File: config.mk
export PLATFORM = sky130hd
export DESIGN_NAME = actuator_position_controller_unit
export DESIGN_NICKNAME = d
export VERILOG_FILES = /design/src/rtl/apc_pkg.sv /design/src/rtl/apc_ctrl.sv /design/src/rtl/apc_outq.sv /design/src/rtl/actuator_position_controller_unit.sv
export SDC_FILE = /design/constraint.sdc
export NUM_CORES = 1
export LEC_CHECK = 0
export ABC_AREA = 1
export BUFFER_PORTS_ARGS = -buffer_cell sky130_fd_sc_hd__buf_4
export CAP_MARGIN = 20
export CORE_MARGIN = 8
export CORE_UTILIZATION = 61
export DETAILED_ROUTE_END_ITERATION = 10
export GPL_TIMING_DRIVEN = 0
export PLACE_DENSITY = 0.84
export SYNTH_ARGS = -nofsm -noshare
export SYNTH_HDL_FRONTEND = slang
export SYNTH_HIERARCHICAL = 1
export SYNTH_SLANG_ARGS = --single-unit
File: constraint.sdc
create_clock -name i_clk -period 8.85 [get_ports i_clk]
set_input_delay 0.4425 -clock i_clk [delete_from_list [all_inputs] [get_ports i_clk]]
set_output_delay 0.4425 -clock i_clk [all_outputs]
set_load 0.005 [all_outputs]
File: src/rtl/apc_pkg.sv
`timescale 1ns / 1ps
// ----------------------------------------------------------------------------
// apc_pkg
// Codes, types and the result record shared by the actuator position
// controller modules.
// ----------------------------------------------------------------------------
package apc_pkg;

    // request kinds
    localparam logic [1:0] OP_TICK  = 2'd0;
    localparam logic [1:0] OP_PULSE = 2'd1;
    localparam logic [1:0] OP_CMD   = 2'd2;
    localparam logic [1:0] OP_LOAD  = 2'd3;

    // relay drive
    localparam logic [1:0] DIR_STOP = 2'd0;
    localparam logic [1:0] DIR_WEST = 2'd1;
    localparam logic [1:0] DIR_EAST = 2'd2;

    // motion states
    localparam logic [2:0] MS_IDLE    = 3'd0;
    localparam logic [2:0] MS_WEST    = 3'd1;
    localparam logic [2:0] MS_EAST    = 3'd2;
    localparam logic [2:0] MS_STOPPED = 3'd3;
    localparam logic [2:0] MS_CHANGE  = 3'd4;
    localparam logic [2:0] MS_REACHED = 3'd5;
    localparam logic [2:0] MS_ERROR   = 3'd6;

    // modes
    localparam logic [1:0] MODE_STOP  = 2'd0;
    localparam logic [1:0] MODE_AUTO  = 2'd1;
    localparam logic [1:0] MODE_MWEST = 2'd2;
    localparam logic [1:0] MODE_MEAST = 2'd3;

    localparam logic [15:0] TIMEOUT_RESET = 16'd200;

    typedef struct packed {
        logic [1:0]         drive;
        logic [2:0]         motion;
        logic [1:0]         mode;
        logic signed [15:0] pos;
        logic signed [15:0] target;
    } t_result;

    typedef struct packed {
        logic [1:0] drive;
        logic [2:0] motion;
        logic       armed;
    } t_status;

endpackage

File: src/rtl/apc_ctrl.sv
`timescale 1ns / 1ps
// ----------------------------------------------------------------------------
// apc_ctrl
// Controller state and single-pass next-state logic: motion sequencing,
// watchdog / settle timer, position counting and auto stop at target.
// ----------------------------------------------------------------------------
module apc_ctrl #(
    parameter int POS_WIDTH = 16
) (
    input  logic               i_clk,
    input  logic               i_rst_n,
    input  logic               i_accept,
    input  logic [1:0]         i_op,
    input  logic [1:0]         i_cmd_mode,
    input  logic signed [15:0] i_value,
    input  logic               i_cfg_we,
    input  logic [15:0]        i_cfg_data,
    output apc_pkg::t_result   o_result,
    output apc_pkg::t_status   o_status
);
    import apc_pkg::*;

    logic [15:0]                 r_timeout;
    logic [2:0]                  r_motion, n_motion;
    logic [2:0]                  r_pending, n_pending;
    logic [1:0]                  r_mode, n_mode;
    logic [1:0]                  r_last_dir, n_last_dir;
    logic [1:0]                  r_drive, n_drive;
    logic signed [POS_WIDTH-1:0] r_pos, n_pos;
    logic signed [POS_WIDTH-1:0] r_target, n_target;
    logic [15:0]                 r_wd_count, n_wd_count;
    logic                        r_wd_armed, n_wd_armed;

    logic signed [31:0] value_ext;
    logic signed [31:0] pos_ext;
    logic signed [31:0] tgt_ext;
    logic [1:0]         cmd;
    logic               is_cmd;

    assign value_ext = 32'(i_value);
    assign is_cmd    = (i_op == OP_CMD) || (i_op == OP_LOAD);
    assign cmd       = (i_op == OP_LOAD) ? MODE_STOP : i_cmd_mode;

    always_comb begin
        n_motion   = r_motion;
        n_pending  = r_pending;
        n_mode     = r_mode;
        n_last_dir = r_last_dir;
        n_drive    = r_drive;
        n_pos      = r_pos;
        n_target   = r_target;
        n_wd_count = r_wd_count;
        n_wd_armed = r_wd_armed;

        if (i_op == OP_TICK) begin
            if (r_wd_armed) begin
                if (r_wd_count <= 16'd1) begin
                    n_wd_count = '0;
                    n_wd_armed = 1'b0;
                    case (r_motion)
                        MS_WEST, MS_EAST: begin
                            n_drive    = DIR_STOP;
                            n_motion   = MS_ERROR;
                            n_last_dir = DIR_STOP;
                            n_wd_count = r_timeout;
                            n_wd_armed = 1'b1;
                        end
                        MS_ERROR: begin
                            n_motion = MS_IDLE;
                        end
                        MS_REACHED, MS_STOPPED, MS_CHANGE: begin
                            // settle over: start whatever was queued
                            n_motion   = r_pending;
                            n_pending  = MS_IDLE;
                            n_last_dir = DIR_STOP;
                            if (r_pending == MS_EAST) begin
                                n_drive    = DIR_EAST;
                                n_last_dir = DIR_EAST;
                            end else if (r_pending == MS_WEST) begin
                                n_drive    = DIR_WEST;
                                n_last_dir = DIR_WEST;
                            end
                            if (r_pending != MS_IDLE) begin
                                n_wd_count = r_timeout;
                                n_wd_armed = 1'b1;
                            end
                        end
                        default: begin
                        end
                    endcase
                end else begin
                    n_wd_count = r_wd_count - 16'd1;
                end
            end
        end else if (i_op == OP_PULSE) begin
            if (r_last_dir == DIR_WEST) begin
                n_pos = r_pos + POS_WIDTH'(1);
            end else if (r_last_dir == DIR_EAST) begin
                n_pos = r_pos - POS_WIDTH'(1);
            end
            if (r_motion == MS_WEST || r_motion == MS_EAST) begin
                if (((r_motion == MS_WEST && n_pos >= r_target) ||
                     (r_motion == MS_EAST && n_pos <= r_target)) &&
                    r_mode == MODE_AUTO) begin
                    n_motion = MS_REACHED;
                    n_drive  = DIR_STOP;
                end
                n_wd_count = r_timeout;
                n_wd_armed = 1'b1;
            end
        end else if (is_cmd) begin
            n_mode = cmd;
            if (cmd == MODE_STOP) begin
                n_drive    = DIR_STOP;
                n_pending  = MS_IDLE;
                n_motion   = MS_STOPPED;
                n_wd_count = r_timeout;
                n_wd_armed = 1'b1;
            end else begin
                case (cmd)
                    MODE_AUTO: begin
                        n_target = value_ext[POS_WIDTH-1:0];
                        if (n_motion == MS_REACHED) begin
                            n_motion = MS_STOPPED;
                        end
                        if (n_target > r_pos) begin
                            n_pending = MS_WEST;
                        end else if (n_target < r_pos) begin
                            n_pending = MS_EAST;
                        end else begin
                            n_pending = MS_REACHED;
                        end
                    end
                    MODE_MWEST: n_pending = MS_WEST;
                    default:    n_pending = MS_EAST;
                endcase
                if ((n_motion == MS_EAST && n_pending == MS_WEST) ||
                    (n_motion == MS_WEST && n_pending == MS_EAST)) begin
                    // reversal: stop first, settle, then go
                    n_drive    = DIR_STOP;
                    n_motion   = MS_CHANGE;
                    n_wd_count = r_timeout;
                    n_wd_armed = 1'b1;
                end else if (n_motion == MS_IDLE) begin
                    n_motion  = n_pending;
                    n_pending = MS_IDLE;
                    if (n_motion == MS_EAST) begin
                        n_drive    = DIR_EAST;
                        n_last_dir = DIR_EAST;
                    end else if (n_motion == MS_WEST) begin
                        n_drive    = DIR_WEST;
                        n_last_dir = DIR_WEST;
                    end else begin
                        n_drive = DIR_STOP;
                    end
                    if (n_motion != MS_IDLE) begin
                        n_wd_count = r_timeout;
                        n_wd_armed = 1'b1;
                    end
                end
            end
            if (i_op == OP_LOAD) begin
                n_pos = value_ext[POS_WIDTH-1:0];
            end
        end
    end

    always_ff @(posedge i_clk) begin
        if (!i_rst_n) begin
            r_timeout  <= TIMEOUT_RESET;
            r_motion   <= MS_IDLE;
            r_pending  <= MS_IDLE;
            r_mode     <= MODE_STOP;
            r_last_dir <= DIR_STOP;
            r_drive    <= DIR_STOP;
            r_pos      <= '0;
            r_target   <= '0;
            r_wd_count <= '0;
            r_wd_armed <= 1'b0;
        end else begin
            if (i_cfg_we) begin
                r_timeout <= i_cfg_data;
            end
            if (i_accept) begin
                r_motion   <= n_motion;
                r_pending  <= n_pending;
                r_mode     <= n_mode;
                r_last_dir <= n_last_dir;
                r_drive    <= n_drive;
                r_pos      <= n_pos;
                r_target   <= n_target;
                r_wd_count <= n_wd_count;
                r_wd_armed <= n_wd_armed;
            end
        end
    end

    assign pos_ext = 32'(n_pos);
    assign tgt_ext = 32'(n_target);

    assign o_result.drive  = n_drive;
    assign o_result.motion = n_motion;
    assign o_result.mode   = n_mode;
    assign o_result.pos    = pos_ext[15:0];
    assign o_result.target = tgt_ext[15:0];

    assign o_status.drive  = r_drive;
    assign o_status.motion = r_motion;
    assign o_status.armed  = r_wd_armed;

endmodule

File: src/rtl/apc_outq.sv
`timescale 1ns / 1ps
// ----------------------------------------------------------------------------
// apc_outq
// Two-entry result buffer: output register plus skid entry, so a new
// request is taken while one finished result waits.
// ----------------------------------------------------------------------------
module apc_outq (
    input  logic             i_clk,
    input  logic             i_rst_n,
    input  logic             i_push,
    input  apc_pkg::t_result i_data,
    input  logic             i_stall,
    output logic             o_valid,
    output logic             o_full,
    output apc_pkg::t_result o_data
);
    import apc_pkg::*;

    t_result    r_q [2];
    logic [1:0] r_cnt;
    logic       pop;

    assign o_valid = (r_cnt != 2'd0);
    assign o_full  = (r_cnt == 2'd2);
    assign pop     = o_valid && !i_stall;
    assign o_data  = r_q[0];

    always_ff @(posedge i_clk) begin
        if (!i_rst_n) begin
            r_cnt <= '0;
        end else begin
            r_cnt <= r_cnt + 2'(i_push) - 2'(pop);
        end
    end

    always_ff @(posedge i_clk) begin
        if (pop) begin
            if (r_cnt == 2'd2) begin
                r_q[0] <= r_q[1];
            end else if (i_push) begin
                r_q[0] <= i_data;
            end
        end else if (i_push) begin
            r_q[r_cnt[0]] <= i_data;
        end
    end

endmodule

File: src/rtl/actuator_position_controller_unit.sv
`timescale 1ns / 1ps
// ----------------------------------------------------------------------------
// actuator_position_controller_unit
// Position controller for a two-relay linear actuator with reed pulse input.
// ----------------------------------------------------------------------------
// Usage:
//   Input channel (i_valid / o_stall): one request per accepted beat, op
//   selects tick, reed pulse, mode command or position load; i_cmd_mode and
//   i_value qualify commands and loads.
//   Output channel (o_valid / i_stall): one result per request with drive,
//   motion state, mode, position and target after that request.
//   Config channel (i_cfg_valid / o_cfg_ready): writes timeout_ticks; ready
//   is always high. Write only while no results are outstanding.
//   A result is registered when its request is accepted. One request per cycle
//   is sustained while o_stall is low; the state update is one pass of logic
//   between the state registers. A two-entry result buffer lets one request
//   be taken while a result waits; o_stall rises only when both entries are full.
//   Synchronous reset clears the state: idle, stop, position and target 0,
//   timer disarmed, timeout 200, result buffer empty.
// ----------------------------------------------------------------------------
module actuator_position_controller_unit #(
    parameter int POS_WIDTH = 16
) (
    input  logic               i_clk,
    input  logic               i_rst_n,
    input  logic               i_valid,
    output logic               o_stall,
    input  logic [1:0]         i_op,
    input  logic [1:0]         i_cmd_mode,
    input  logic signed [15:0] i_value,
    output logic               o_valid,
    input  logic               i_stall,
    output logic [1:0]         o_drive,
    output logic [2:0]         o_motion_state,
    output logic [1:0]         o_mode_now,
    output logic signed [15:0] o_position_now,
    output logic signed [15:0] o_target_now,
    input  logic               i_cfg_valid,
    output logic               o_cfg_ready,
    input  logic [15:0]        i_cfg_data
);
    import apc_pkg::*;

    logic    accept;
    logic    full;
    t_result result;
    t_result head;
    t_status status;

    assign o_stall     = full;
    assign accept      = i_valid && !full;
    assign o_cfg_ready = 1'b1;

    apc_ctrl #(
        .POS_WIDTH (POS_WIDTH)
    ) u_ctrl (
        .i_clk      (i_clk),
        .i_rst_n    (i_rst_n),
        .i_accept   (accept),
        .i_op       (i_op),
        .i_cmd_mode (i_cmd_mode),
        .i_value    (i_value),
        .i_cfg_we   (i_cfg_valid),
        .i_cfg_data (i_cfg_data),
        .o_result   (result),
        .o_status   (status)
    );

    apc_outq u_outq (
        .i_clk   (i_clk),
        .i_rst_n (i_rst_n),
        .i_push  (accept),
        .i_data  (result),
        .i_stall (i_stall),
        .o_valid (o_valid),
        .o_full  (full),
        .o_data  (head)
    );

    assign o_drive        = head.drive;
    assign o_motion_state = head.motion;
    assign o_mode_now     = head.mode;
    assign o_position_now = head.pos;
    assign o_target_now   = head.target;

    // relays run only in a matching run state
    a_drive_matches_motion: assert property (@(posedge i_clk) disable iff (!i_rst_n)
        ((status.drive == DIR_WEST) == (status.motion == MS_WEST)) &&
        ((status.drive == DIR_EAST) == (status.motion == MS_EAST)))
        else $error("drive and motion state disagree");

    // every non-idle state is timed
    a_timer_armed: assert property (@(posedge i_clk) disable iff (!i_rst_n)
        (status.motion != MS_IDLE) |-> status.armed)
        else $error("timer not armed outside idle");

    // an accepted request always yields a result next cycle
    a_result_follows: assert property (@(posedge i_clk) disable iff (!i_rst_n)
        accept |=> o_valid)
        else $error("accepted request left no result");

endmodule

==> impl_metrics.yaml <==
worst_setup_path:
  crit_type: "flip-flop to flip-flop"
  crit_path_start_kind: "flip-flop"
  cp.required_ns: 9.03
  crit_top_cell: "nand2_1"
  end_kind: "flip-flop"
  slowest_delay_ns: 0.40
  path_max_fanout: 6
  critPathArrivalTime_ns: 4.39
  r2r_setup_slack_ns: 4.63
  critPathTopFamily: "simple AND/OR/NAND/NOR gates"
  cp_num_buf_inv: 5
  cp_slowest_cell: "nor2_1"
power_and_ir_drop:
  swShare_pct: 37.0
  power.total_w: 0.00287
  switchingPower_w: 0.00106
  power_density_nw_per_um2: 269
  seq_power_share_pct: 36.4
  ir_drop_v: 0.000141
  internal_power_w: 0.00180
  clkPwrFrac_pct: 26.4
  p_leak_nw: 5.05
  comb_power_share_pct: 37.2
route:
  wl_per_cell_um: 17.6
  drtIter0Drc: 972
  dr.pass1.iters: 6
  drc: 0
  vias: 8761
  wl_mm: 26.6
  vias_per_cell: 5.78
  ant_nets: 0
global_routing:
  grt-ovfl-total: 0
  grtUsageTotal_pct: 27.2
  grt_pass1_wl_mm: 42.7
  grt_busiest_layer: "met2"
  grtUsageMet3_pct: 5.17
  grt_max_degree: 34
  antenna_found_initial: 0
  grt_pass1_vias: 8395
  met2_usage_pct: 45.9
  met1_usage_pct: 33.0
clocking:
  cts_tree: "yes"
  clockBufferDepth: 2
  cts_root_buf: "clkbuf_16"
  cts.sinks: 157
  clkLatencyLatePin_ns: 0.42
  cts_setup_buffers: 0
  cts_max_level: 4
  clk_pin_slew_ns: 0.06
  cts_hold_buffers: 0
  numCtsBuffers: 17
  cts_resized: 0
yosys:
  synthesis.area_sq_um: 9120
  netlist_instances: 1216
  syn_area_per_cell_sq_um: 7.50
  yosys_warnings: 6
  synthesis.nets: 1298
sta:
  tightestPinTransition_ns: 0.781
  setup_violations: 0
  tns_ns: 0
  min_period_ns: 4.22
  fin_skew_ns: 0.00786
  hold_violations: 0
  rsz0062_at_grt: "false"
  fmax_mhz: 237
  relSlewSlack_pct: 48.0
  slew_viol_final: 0
  fin_crit_sh_pct: 47.6
floorplan:
  io_pins: 83
  initial_utilization_pct: 62.5
  die_area_sq_um: 19100
  row_count: 44
  die_x_um: 138
  die_h_um: 138
  core_area_sq_um: 14600
finish:
  final_cell_mix: "303 x nand2_1, 169 x inv_1, 99 x nor2_1"
  final_common_cell: "nand2_1"
  syn2layout_area_growth_pct: 16.7
  nNetsFinal: 1400
  diodes: 0
  layout-drive-gt1-share_pct: 11.0
place:
  dp.final_hpwl_mm: 19.6
  gp_routability_congestion: 0.943
  port_buffers: 81
flow_run:
  max_cap_violations: 0
worst_hold_path:
  hp-class: "input port to flip-flop"
status:
  outcome: "finished clean"
-- worst register-to-register path, delay by kind of cell (launching register included) --
family	cells	cell delay, ns
compound gates	3	0.50
xor+xnor	1	0.26
fa+ha+maj	1	0.30
buf+inv	5	0.35
flops	1	0.33
simple gates	18	2.23
-- stage by stage --
stage / std cells / area (sq um) / setup WS, ns / util (%) / hold slack, ns
2_1_floorplan: 1216 / 9120 / 5.61 / - / 0.429
3_3_place_gp: 1481 / 9960 / 4.73 / 68.3 / 0.441
3_5_place_dp: 1483 / 10000 / 4.78 / 68.6 / 0.455
4_1_cts: 1515 / 10600 / 4.74 / 73.0 / 0.221
5_1_grt: 1515 / 10600 / 4.19 / 73.0 / 0.219
6_report: 1515 / 10600 / 4.63 / 73.0 / 0.229
-- path summary, 6_finish.rpt --
| kind | start | endpoint | depth (start not counted) |
|---|---|---|---|
| worst max-delay path | u_ctrl/r_last_dir[1] | u_outq/r_q[1][38] | 28 |
| worst min register to register | u_ctrl/r_timeout[3] | u_ctrl/r_timeout[3] | 2 |
| worst min-delay path | i_cfg_data[3] | u_ctrl/r_timeout[3] | 3 |
| worst max register to register | u_ctrl/r_last_dir[1] | u_outq/r_q[1][38] | 28 |
-- flip-flops by register name, indices dropped and copies added (netlist names) --
signal,flops
u_ctrl/r_drive,2
u_ctrl/r_last_dir,2
u_ctrl/r_timeout,16
u_ctrl/r_target,16
u_ctrl/r_pending,3
u_ctrl/r_wd_armed,1
u_ctrl/r_wd_count,16
u_outq/r_q,78
u_ctrl/r_motion,3
u_outq/r_cnt,2
u_ctrl/r_mode,2
u_ctrl/r_pos,16
-- metal layers --
layer	routed length, um	up-vias
met5	0	-
met4	981	0
met3	1890	90
met2	13000	437
met1	10800	4004
li1	-	4230
-- power groups by stage --
stage / Combinational (W) / Clock [W] / Sequential, W
final: 0.00106 / 0.000758 / 0.00104
after detailed placement: 0.00104 / 0 / 0.00105
after floorplan: 0.000667 / 0 / 0.00105
after global routing: 0.00119 / 0.000797 / 0.00106
after CTS: 0.00105 / 0.000763 / 0.00104
after global placement: 0.00101 / 0 / 0.00105
-- area by class of cell --
class	count	area [sq um]
fill	1150	3950
sequential	157	3920
inverter	178	668
buffer	49	224
clock buffer	25	571
tap	184	230
timing repair buffer	83	648
multi-input combinational	832	4320
clock inverter	7	61.3
Power figures use the tool's default switching activity.
